--- config.mk ---
export PLATFORM = sky130hd
export DESIGN_NAME = pat_lane
export DESIGN_NICKNAME = d
export VERILOG_FILES = /design/src/rtl/pat_pkg.sv /design/src/rtl/pat_lane.sv
export SDC_FILE = /design/constraint.sdc
export NUM_CORES = 2
export LEC_CHECK = 0
export BUFFER_PORTS_ARGS = -buffer_cell sky130_fd_sc_hd__buf_4
export CAP_MARGIN = 20
export CORE_ASPECT_RATIO = 0.9
export CORE_MARGIN = 2
export CORE_UTILIZATION = 50
export DETAILED_ROUTE_END_ITERATION = 6
export GPL_ROUTABILITY_DRIVEN = 0
export PLACE_DENSITY_LB_ADDON = 0.05
export SLEW_MARGIN = 15
export SYNTH_ARGS = -nofsm -noshare
export SYNTH_HDL_FRONTEND = slang
export SYNTH_SLANG_ARGS = --single-unit
export TNS_END_PERCENT = 10
--- constraint.sdc ---
create_clock -name i_clk -period 19.55 [get_ports i_clk]
set_clock_uncertainty 0.1 [all_clocks]
set_input_delay 1.955 -clock i_clk [delete_from_list [all_inputs] [get_ports i_clk]]
set_output_delay 1.955 -clock i_clk [all_outputs]
set_load 0.005 [all_outputs]
--- src/rtl/pat_pkg.sv ---
// Shared widths, types, register indexes and reset values for the point affine transform.
// Used by every module of the block; has no dependencies of its own.
package pat_pkg;

    localparam int COORD_W = 32;
    localparam int COEF_W  = 16;
    localparam int FRAC    = 12;
    localparam int AXES    = 3;

    // Product of one coordinate and one gain, the four-term sum, and the sum after rounding.
    localparam int PROD_W  = COORD_W + COEF_W;
    localparam int SUM_W   = PROD_W + 3;
    localparam int SHIFT_W = SUM_W - FRAC;
    localparam int ROW_W   = AXES * COEF_W;
    localparam int CFG_W   = (ROW_W > COORD_W) ? ROW_W : COORD_W;
    localparam int IDX_W   = 3;

    localparam int HALF    = 1 << (FRAC - 1);
    localparam logic [COEF_W-1:0] GAIN_ONE = COEF_W'(1 << FRAC);

    typedef logic signed [COORD_W-1:0] t_coord;
    typedef logic signed [PROD_W-1:0]  t_prod;
    typedef logic signed [SUM_W-1:0]   t_sum;
    typedef logic signed [SHIFT_W-1:0] t_shift;
    typedef logic [ROW_W-1:0]          t_row;
    typedef logic [IDX_W-1:0]          t_cfg_idx;

    localparam t_cfg_idx REG_ROW_X = 3'd0;
    localparam t_cfg_idx REG_ROW_Y = 3'd1;
    localparam t_cfg_idx REG_ROW_Z = 3'd2;
    localparam t_cfg_idx REG_OFF_X = 3'd3;
    localparam t_cfg_idx REG_OFF_Y = 3'd4;
    localparam t_cfg_idx REG_OFF_Z = 3'd5;

    localparam t_shift SAT_MAX = {{(SHIFT_W - COORD_W + 1){1'b0}}, {(COORD_W - 1){1'b1}}};
    localparam t_shift SAT_MIN = {{(SHIFT_W - COORD_W + 1){1'b1}}, {(COORD_W - 1){1'b0}}};

    // Load enables for the two lane stages.
    typedef struct packed {
        logic en_s1;
        logic en_s2;
    } t_pipe_ctl;

endpackage

--- src/rtl/pat_lane.sv ---
// One output axis: three coordinate-by-gain products, then their sum with offset and rounding.
// Depends on pat_pkg.
module pat_lane (
    input  logic                 i_clk,
    input  pat_pkg::t_pipe_ctl   i_ctl,
    input  pat_pkg::t_coord      i_coord [pat_pkg::AXES],
    input  pat_pkg::t_row        i_gain,
    input  pat_pkg::t_coord      i_offset,
    output pat_pkg::t_shift      o_value
);

    pat_pkg::t_prod r_prod [pat_pkg::AXES];
    pat_pkg::t_sum  r_sum;
    pat_pkg::t_sum  n_sum;
    pat_pkg::t_sum  off_term;

    always_ff @(posedge i_clk) begin
        if (i_ctl.en_s1) begin
            for (int i = 0; i < pat_pkg::AXES; i++) begin
                r_prod[i] <= i_coord[i] * $signed(i_gain[i*pat_pkg::COEF_W +: pat_pkg::COEF_W]);
            end
        end
    end

    // The offset has as many fraction bits as a coordinate and the products 12 more, so it is moved up by FRAC.
    assign off_term = {{(pat_pkg::SUM_W - pat_pkg::COORD_W - pat_pkg::FRAC){i_offset[
                          pat_pkg::COORD_W-1]}}, i_offset, {pat_pkg::FRAC{1'b0}}};

    always_comb begin
        n_sum = off_term + pat_pkg::SUM_W'(pat_pkg::HALF);
        for (int i = 0; i < pat_pkg::AXES; i++) begin
            n_sum = n_sum + pat_pkg::SUM_W'(r_prod[i]);
        end
    end

    always_ff @(posedge i_clk) begin
        if (i_ctl.en_s2) begin
            r_sum <= n_sum;
        end
    end

    // Dropping the low bits of a two's complement value is a floor division.
    assign o_value = r_sum[pat_pkg::SUM_W-1:pat_pkg::FRAC];

endmodule

==> metrics.md <==
| Metric | Value |
|---|---|
| Hold Violations, Final | 0 |
| Slew Limit Headroom | 24.2% |
| Clock root buffer | clkbuf_16 |
| Worst Hold Endpoint | r_sum[39] |
| DRT iter0 DRCs | 2754 |
| H-tree depth | 4 |
| Synth Area per Inst | 9.41 sq um |
| Buffer levels on the longest clock path | 2 |
| Port-buffer cells | 217 |
| Dominant cell type by area after synthesis | fa_1 |
| CP peak stage delay | 560 ps |
| GRT overflow | 0 |
| Initial antenna violation count | 17 |
| Worst endpoint required time | 19690 ps |
| Register-to-register setup slack | 14780 ps |
| Initial DRT Pass Iterations | 6 |
| Mapped Cells | 6678 |
| Via count | 43900 |
| I/O Pins | 218 |
| Share of the synthesized area in the top cell type | 49.1% |
| Area grow syn2layout | 5.48% |
| Antenna viol nets, final | 0 |
| Post-CTS sizing | 0 |
| Setup TNS | 0 ps |
| WS Path Type | in2reg |
| Origin of the critical flop-to-flop path | r_prod[0][32] |
| Clock transition at the registers of the reported paths | 90 ps |
| Worst-Skew Late Latency | 480 ps |
| Synth warnings | 0 |
| Worst setup EP type | flip-flop |
| Fraction of layout cells with a size suffix above 1 | 4.16% |
| Outcome | complete, no violations |
| CTS tree | done |
| First-pass GRT wire length | 261 mm |
| CP max FO | 28 |
| Most frequent cells in the layout | inv_1 (1669), fa_1 (1542), nand2_1 (920) |
| Net Count, Synth | 8799 |
| CP startpoint kind | input port |
| Largest cells by area after synthesis | fa_1 (49%), inv_1 (10%), edfxtp_1 (8.7%), ha_1 (8.0%), and2_1 (6.2%) |
| Worst Hold Class | reg2reg |
| CTS hold repair buffers | 0 |
| Distinct cells, synth | 80 |
| Pins Over Slew Limit | 0 |
| Prevailing post-synth register cell | edfxtp_1 |
| HPWL after DPL | 134 mm |
| CTS buffer count | 17 |
| Arr. time, crit path | 8910 ps |
| #FFs+latches synth | 183 |
| Sequential cell area fraction in the yosys report | 8.74% |
| Final Routed Wirelength | 160 mm |
| Core area | 125000 sq um |
| RSZ-0062 raised after global routing | false |
| Hold_sp | r_prod[0][135] |
| Die W | 378 um |
| Routed vias/inst | 5.24 |
| Post-synth ARST share | 0% |
| Fmax | 0.114 GHz |
| Rows | 123 |
| Setup Viol. Count Final | 0 |
| Pin count of the biggest net entering global routing | 83 |
| Die area | 129000 sq um |
| Layout Nets | 8770 |
| Tightest Pin Transition | 1130 ps |
| Die height | 340 um |
| Post-synth EDFFs | 183 |
| WL/cell | 19.1 um |
| Hold depth | 3 |
| Tmin final | 8770 ps |
| FF-to-FF path depth | 12 |
| All-Layer GR Usage | 26.2% |
| Most common cell after layout, fill and taps aside | inv_1 |
| Post-route DRC violation count | 0 |
| CP max stage cell | a31oi_1 |
| Most used cell, CP | fa_1 |
| Max Cap Viol | 0 |
| Synthesized cell area | 62900 sq um |
| Initial core utilization | 50.4% |
| Vias in the first global route | 47200 |
| CP Cell Sequence | buf_4, inv_2, nor2_1, fa_1, fa_1, fa_1, fa_1, fa_1, inv_1, fa_1, inv_1, ha_1, a21oi_1, o21ai_0, a211oi_1, a21oi_1, a31oi_1, a31oi_1, a21boi_0, o21ai_0, xnor2_1 |
| Clk sinks | 183 |
| Worst reg2reg endpoint | r_sum[37] |
| Post-CTS setup buffer count | 0 |
| Crit share post-route | 44.8% |
[worst max path at each step]
stage / from / end / depth (start not counted)
2_1_floorplan: i_gain[33] / r_prod[0][136] / 23
3_3_place_gp: i_gain[15] / r_prod[0][40] / 21
3_5_place_dp: i_gain[31] / r_prod[0][92] / 21
4_1_cts: i_gain[31] / r_prod[0][92] / 21
5_1_grt: i_gain[31] / r_prod[0][92] / 21
6_report: i_gain[31] / r_prod[0][92] / 21
[worst max-delay path: cells and delay by family]
kind,cells,cell delay (ps)
adder cells (fa/ha/maj),7,3280
AO/OA/AOI/OAI,8,2600
buffers and inverters,4,740
XOR/XNOR,1,170
AND/OR/NAND/NOR,1,140
[layer usage]
layer | wire (um) | GRT usage, % | share of wire, % | vias up
met5 | 44 | 0 | 0.027 | -
met4 | 4480 | 7.08 | 2.8 | 6
met3 | 8640 | 3.47 | 5.4 | 159
met2 | 77100 | 42.5 | 48 | 1073
met1 | 69800 | 37.1 | 44 | 23000
li1 | - | - | - | 19600
[state kept, by name, summed over array words and instances (netlist names)]
name,cells
r_prod,144
r_sum,39
[layout make-up]
cell class	count	area, sq um
antenna	12	30.0
clock buffer	17	425
clock inverter	15	210
fill	11700	58500
inverter	1671	6270
multi-input combinational	4556	50100
sequential	183	5500
tap	1687	2110
timing repair buffer	220	1680
[per-stage QoR]
| step | cells | cell area (sq um) | setup WS, ps | hold slack (ps) | utilization [%] |
|---|---|---|---|---|---|
| after global routing | 8360 | 66300 | 10500 | 900 | 53.1 |
| after CTS | 8349 | 66300 | 10930 | 864 | 53.1 |
| after global placement | 8316 | 65600 | 10200 | 830 | 52.6 |
| final | 8361 | 66300 | 10790 | 861 | 53.1 |
| after floorplan | 6678 | 62900 | 11620 | 765 | - |
| after detailed placement | 8317 | 65600 | 10400 | 845 | 52.6 |
[logic make-up after synthesis]
kind of cell	Yosys count	share of synthesized area (%)
AO/OA/AOI/OAI	515	5.35
XOR/XNOR	183	2.55
flip-flops	183	8.74
AND/OR/NAND/NOR	1914	14.7
buffers and inverters	1939	11.6
adder cells (fa/ha/maj)	1942	57.1
multiplexers	2	0.0338
[cell usage after synthesis (4+ instances only)]
library cell,n
a2111oi_0,6
a211o_1,6
a211oi_1,15
a21boi_0,5
a21o_1,80
a21oi_1,160
a221oi_1,4
a311oi_1,4
a31oi_1,21
and2_1,623
and3_1,16
and4_1,11
buf_1,5
clkbuf_1,262
edfxtp_1,183
fa_1,1542
ha_1,400
inv_1,1669
nand2_1,920
nand2b_1,37
nand3_1,46
nand4_1,25
nor2_1,165
nor2b_1,24
nor3_1,24
nor4_1,5
o211ai_1,14
o21a_1,21
o21ai_0,89
o21ai_1,4
o21bai_1,27
o221ai_1,4
o31ai_1,7
o41ai_1,4
or3_1,6
xnor2_1,129
xor2_1,54
Power is left out: the tool's default activity adds up to more than one toggle a clock period on the data nets, which glitch-free logic cannot reach.
