<file path="config.mk">
export PLATFORM = sky130hd
export DESIGN_NAME = pat_merge
export DESIGN_NICKNAME = d
export VERILOG_FILES = /design/src/rtl/pat_pkg.sv /design/src/rtl/pat_merge.sv
export SDC_FILE = /design/constraint.sdc
export NUM_CORES = 1
export LEC_CHECK = 0
export BUFFER_PORTS_ARGS = -buffer_cell sky130_fd_sc_hd__clkbuf_2
export CAP_MARGIN = 20
export CORE_ASPECT_RATIO = 0.7
export CORE_MARGIN = 2
export CORE_UTILIZATION = 40
export DETAILED_ROUTE_END_ITERATION = 7
export HOLD_SLACK_MARGIN = 0.08
export PLACE_DENSITY = 0.75
export SYNTH_ARGS = -nofsm -noshare
export SYNTH_HDL_FRONTEND = slang
export SYNTH_SLANG_ARGS = --single-unit
</file>
<file path="constraint.sdc">
create_clock -name i_clk -period 1.6 [get_ports i_clk]
set_input_delay 0.32 -clock i_clk [delete_from_list [all_inputs] [get_ports i_clk]]
set_output_delay 0.32 -clock i_clk [all_outputs]
set_load 0.03 [all_outputs]
</file>
<file path="src/rtl/pat_pkg.sv">
// Shared widths, types, register indexes and reset values for the point affine transform.
// Used by every module of the block; has no dependencies of its own.
package pat_pkg;

    localparam int COORD_W = 32;
    localparam int COEF_W  = 16;
    localparam int FRAC    = 12;
    localparam int AXES    = 3;

    // Product of one coordinate and one gain, the four-term sum, and the sum after rounding.
    localparam int PROD_W  = COORD_W + COEF_W;
    localparam int SUM_W   = PROD_W + 3;
    localparam int SHIFT_W = SUM_W - FRAC;
    localparam int ROW_W   = AXES * COEF_W;
    localparam int CFG_W   = (ROW_W > COORD_W) ? ROW_W : COORD_W;
    localparam int IDX_W   = 3;

    localparam int HALF    = 1 << (FRAC - 1);
    localparam logic [COEF_W-1:0] GAIN_ONE = COEF_W'(1 << FRAC);

    typedef logic signed [COORD_W-1:0] t_coord;
    typedef logic signed [PROD_W-1:0]  t_prod;
    typedef logic signed [SUM_W-1:0]   t_sum;
    typedef logic signed [SHIFT_W-1:0] t_shift;
    typedef logic [ROW_W-1:0]          t_row;
    typedef logic [IDX_W-1:0]          t_cfg_idx;

    localparam t_cfg_idx REG_ROW_X = 3'd0;
    localparam t_cfg_idx REG_ROW_Y = 3'd1;
    localparam t_cfg_idx REG_ROW_Z = 3'd2;
    localparam t_cfg_idx REG_OFF_X = 3'd3;
    localparam t_cfg_idx REG_OFF_Y = 3'd4;
    localparam t_cfg_idx REG_OFF_Z = 3'd5;

    localparam t_shift SAT_MAX = {{(SHIFT_W - COORD_W + 1){1'b0}}, {(COORD_W - 1){1'b1}}};
    localparam t_shift SAT_MIN = {{(SHIFT_W - COORD_W + 1){1'b1}}, {(COORD_W - 1){1'b0}}};

    // Load enables for the two lane stages.
    typedef struct packed {
        logic en_s1;
        logic en_s2;
    } t_pipe_ctl;

endpackage

</file>
<file path="src/rtl/pat_merge.sv">
// Merging stage: saturates each lane's result, combines the clip flags and holds the output.
// Depends on pat_pkg.
module pat_merge (
    input  logic                 i_clk,
    input  logic                 i_rst_n,
    input  logic                 i_load,
    input  logic                 i_valid,
    input  pat_pkg::t_shift      i_value [pat_pkg::AXES],
    output logic                 o_valid,
    output pat_pkg::t_coord      o_coord [pat_pkg::AXES],
    output logic                 o_saturated
);

    logic            r_valid;
    pat_pkg::t_coord r_coord [pat_pkg::AXES];
    logic            r_sat;
    pat_pkg::t_coord n_coord [pat_pkg::AXES];
    logic            n_sat;

    always_comb begin
        n_sat = 1'b0;
        for (int a = 0; a < pat_pkg::AXES; a++) begin
            priority if (i_value[a] > pat_pkg::SAT_MAX) begin
                n_coord[a] = pat_pkg::SAT_MAX[pat_pkg::COORD_W-1:0];
                n_sat      = 1'b1;
            end else if (i_value[a] < pat_pkg::SAT_MIN) begin
                n_coord[a] = pat_pkg::SAT_MIN[pat_pkg::COORD_W-1:0];
                n_sat      = 1'b1;
            end else begin
                n_coord[a] = i_value[a][pat_pkg::COORD_W-1:0];
            end
        end
    end

    always_ff @(posedge i_clk) begin
        if (!i_rst_n) begin
            r_valid <= 1'b0;
        end else if (i_load) begin
            r_valid <= i_valid;
        end
    end

    always_ff @(posedge i_clk) begin
        if (i_load) begin
            r_coord <= n_coord;
            r_sat   <= n_sat;
        end
    end

    assign o_valid     = r_valid;
    assign o_coord     = r_coord;
    assign o_saturated = r_sat;

endmodule

</file>
==> flow_metrics.env <==
export IMPL_drv_slew=0
export IMPL_fillCellCount=817
export IMPL_drc=0
export IMPL_critPathBufInv=2
export IMPL_io_pins=219
export IMPL_vias=2861
export IMPL_critical_path_top_delay_family="simple AND/OR/NAND/NOR gates"
export IMPL_clockBufferDepth=2
export IMPL_die_h_um=86.75
export IMPL_rsz0062_at_grt="no"
export IMPL_dr_max_layer_used="met4"
export IMPL_synth_top_area_share_pct=74.45
export IMPL_path_cells="clkbuf_2 > or4_4 > nor4_4 > nor2_2 > buf_12 > o21a_1"
export IMPL_max_freq_mhz=680.4
export IMPL_whs_ps=243.5
export IMPL_wl_per_cell_um=15.09
export IMPL_r2r_end="o_valid"
export IMPL_period_needed_ps=1470
export IMPL_synth_nets=360
export IMPL_maxCapViolCount=0
export IMPL_syn_to_final_growth_pct=42.82
export IMPL_p_leak_nw=2.410
export IMPL_crit_required_ps=1680
export IMPL_clk_latency_ps=330
export IMPL_finClkSkew_ps=0
export IMPL_routed_wl_met2_um=4463
export IMPL_hp_class="input pin to flop"
export IMPL_yosysTopAreaCell="edfxtp_1"
export IMPL_met1_length_um=3506
export IMPL_ys_flop_type="edfxtp_1"
export IMPL_diodes=0
export IMPL_hold_path_depth=2
export IMPL_cts_tree="done"
export IMPL_combinationalPowerShare_pct=17.5
export IMPL_p_clk_share_pct=34.1
export IMPL_p_switching_mw=1.660
export IMPL_grt_overflow_total=0
export IMPL_cts_resized=0
export IMPL_yosysSeqAreaShare_pct=74.96
export IMPL_worstHoldEndpoint="o_valid"
export IMPL_postCtsHoldBufs=0
export IMPL_grt_max_degree=54
export IMPL_clkTransAtPathRegs_ps=60
export IMPL_cp_end_kind="flop"
export IMPL_internal_power_mw=4.829
export IMPL_grt_usage_pct=16.76
export IMPL_async_reset_ff_share_pct=0
export IMPL_die_area_um2=10600
export IMPL_grt_pass1_wl_um=13490
export IMPL_numCtsBuffers=9
export IMPL_place_congestion=0.7439
export IMPL_critPathArrivalTime_ps=1550
export IMPL_worst_pin_slew_ps=305.7
export IMPL_grt_pass1_vias=2839
export IMPL_dr_pass1_iters=4
export IMPL_syn_avg_cell_area_um2=16.37
export IMPL_htree_levels=3
export IMPL_viasPerCell=4.816
export IMPL_fp_coreArea_um2=9609
export IMPL_clock_root_buffer="clkbuf_16"
export IMPL_ir_worst_vdd_mv=0.7593
export IMPL_drt_total_wl_um=8961
export IMPL_power_per_cell_area_nw_per_um2=1161
export IMPL_drive_gt1_share_pct=54.29
export IMPL_cp_max_fo=23
export IMPL_cts_setup_buffers=0
export IMPL_worst_setup_path_type="input pin to flop"
export IMPL_synthTopCellsByArea="edfxtp_1, o21a_1, a21o_1"
export IMPL_synth_edff_count=97
export IMPL_io_buffers=218
export IMPL_cp_slowest_cell="or4_4"
export IMPL_startpoint_type="input pin"
export IMPL_ant_nets=0
export IMPL_clock_sinks=98
export IMPL_hold_path_startpoint="i_rst_n"
export IMPL_synth_warnings=0
export IMPL_r2r_cells=2
export IMPL_r2r_setup_slack_ps=1000
export IMPL_syn_inst=239
export IMPL_antenna_found_initial=0
export IMPL_ys_ff_latch=98
export IMPL_dieWidth_um=122.2
export IMPL_pwr_share_seq_pct=48.3
export IMPL_synth_most_common_cell="edfxtp_1"
export IMPL_critPathMaxStageDelay_ps=540
export IMPL_hold_viol=0
export IMPL_ys_types=21
export IMPL_fin_cells=594
export IMPL_drt_iter0_markers=170
export IMPL_layout_nets=582
export IMPL_relSlewSlack_pct=79.43
export IMPL_status="finished, final reports clean"
export IMPL_r2r_start="o_valid"
export IMPL_fin_crit_sh_pct=91.86
export IMPL_fin_tns_setup_ps=0
export IMPL_power_mw=6.489
export IMPL_wl_met3_um=848
export IMPL_p_sw_share_pct=25.58
export IMPL_syn_area_um2=3913
export IMPL_synth_top_cells_by_count="edfxtp_1, o21a_1, clkbuf_1, a21o_1, nand4_1"
export IMPL_initial_utilization_pct=40.72
export IMPL_setup_violations=0
export IMPL_rows=30
export IMPL_dpl_hpwl_um=6677
export IMPL_place_inst=578
stage by stage:
stage,utilization [%],area (um2),worst slack [ps]
after floorplan,-,3913,-43.56
after global placement,54.91,5276,-183.6
after detailed placement,54.91,5276,-221.8
after CTS,58.15,5588,136.6
after global routing,58.15,5588,101.8
final,58.15,5588,130.3
logic make-up after synthesis:
group / share of synthesized area [%]
AOI/OAI and AO/OA: 18.71
DFF: 74.96
buffers and inverters: 2.686
and+or+nand+nor: 3.102
muxes: 0.5436
how the worst max path moves through the flow:
stage | from | end | slack [ps] | cells past startpoint
floorplan | i_value[111] | o_coord[67] | -40 | 5
finish | i_value[111] | o_coord[84] | 130 | 6
CTS | i_value[111] | o_coord[84] | 140 | 6
global route | i_value[111] | o_coord[78] | 100 | 6
global placement | i_value[111] | o_coord[72] | -180 | 6
detailed placement | i_value[111] | o_coord[84] | -220 | 6
per-layer routing:
metal,global-route usage [%],up-vias
li1,-,1372
met2,27.78,129
met1,19.82,1344
met5,0,-
met3,6.842,16
met4,5.956,0
flip-flops by register name (all words and copies together), names as in the netlist:
signal       count
o_coord         96
o_saturated      1
o_valid          1
layout by cell type (no fill, tap or decap):
cell type / Yosys / routed
a21oi_2: 0 / 2
edfxtp_1: 97 / 97
nand3_1: 3 / 3
mux2i_1: 1 / 1
nor3_1: 2 / 2
nor4_4: 1 / 1
clkbuf_2: 0 / 217
nor2_1: 2 / 2
clkinvlp_4: 0 / 2
buf_4: 0 / 8
clkbuf_16: 0 / 9
nand4_1: 4 / 4
mux2_1: 1 / 1
clkbuf_1: 18 / 2
or4_4: 1 / 1
nor2b_1: 1 / 1
a22o_1: 1 / 1
o21a_1: 79 / 79
a21o_1: 14 / 14
nor4_1: 3 / 3
clkinv_1: 0 / 1
nor2_2: 1 / 1
o21ai_2: 0 / 3
bufinv_16: 0 / 2
inv_1: 1 / 1
dfxtp_1: 1 / 1
buf_12: 0 / 7
cell type report:
class	count	area, um2	share of cell area (%)
multi-input cells	119	893.4	15.99
inverters	1	3.754	0.06717
flip-flops and latches	98	2933	52.49
clock buffers	11	232.7	4.165
clock inverters	5	78.83	1.411
well taps	128	160.2	2.866
repair buffers	232	1286	23.02
power by group through the flow:
stage          Sequential, mW  Clock [mW]  Combinational, mW
3_5_place_dp             3.19           0               1.15
5_1_grt                  3.15        2.38               1.21
2_1_floorplan            3.64           0              0.201
3_3_place_gp             3.18           0               1.13
6_report                 3.13        2.22               1.14
4_1_cts                  3.14        2.28               1.15
worst register-to-register path, delay by kind of cell (launching register included):
kind	cells	cell delay, ps
flip-flops	1	320
multiplexers	1	120
AND/OR/NAND/NOR	1	60
No activity file was read; power rests on OpenSTA's default activity.
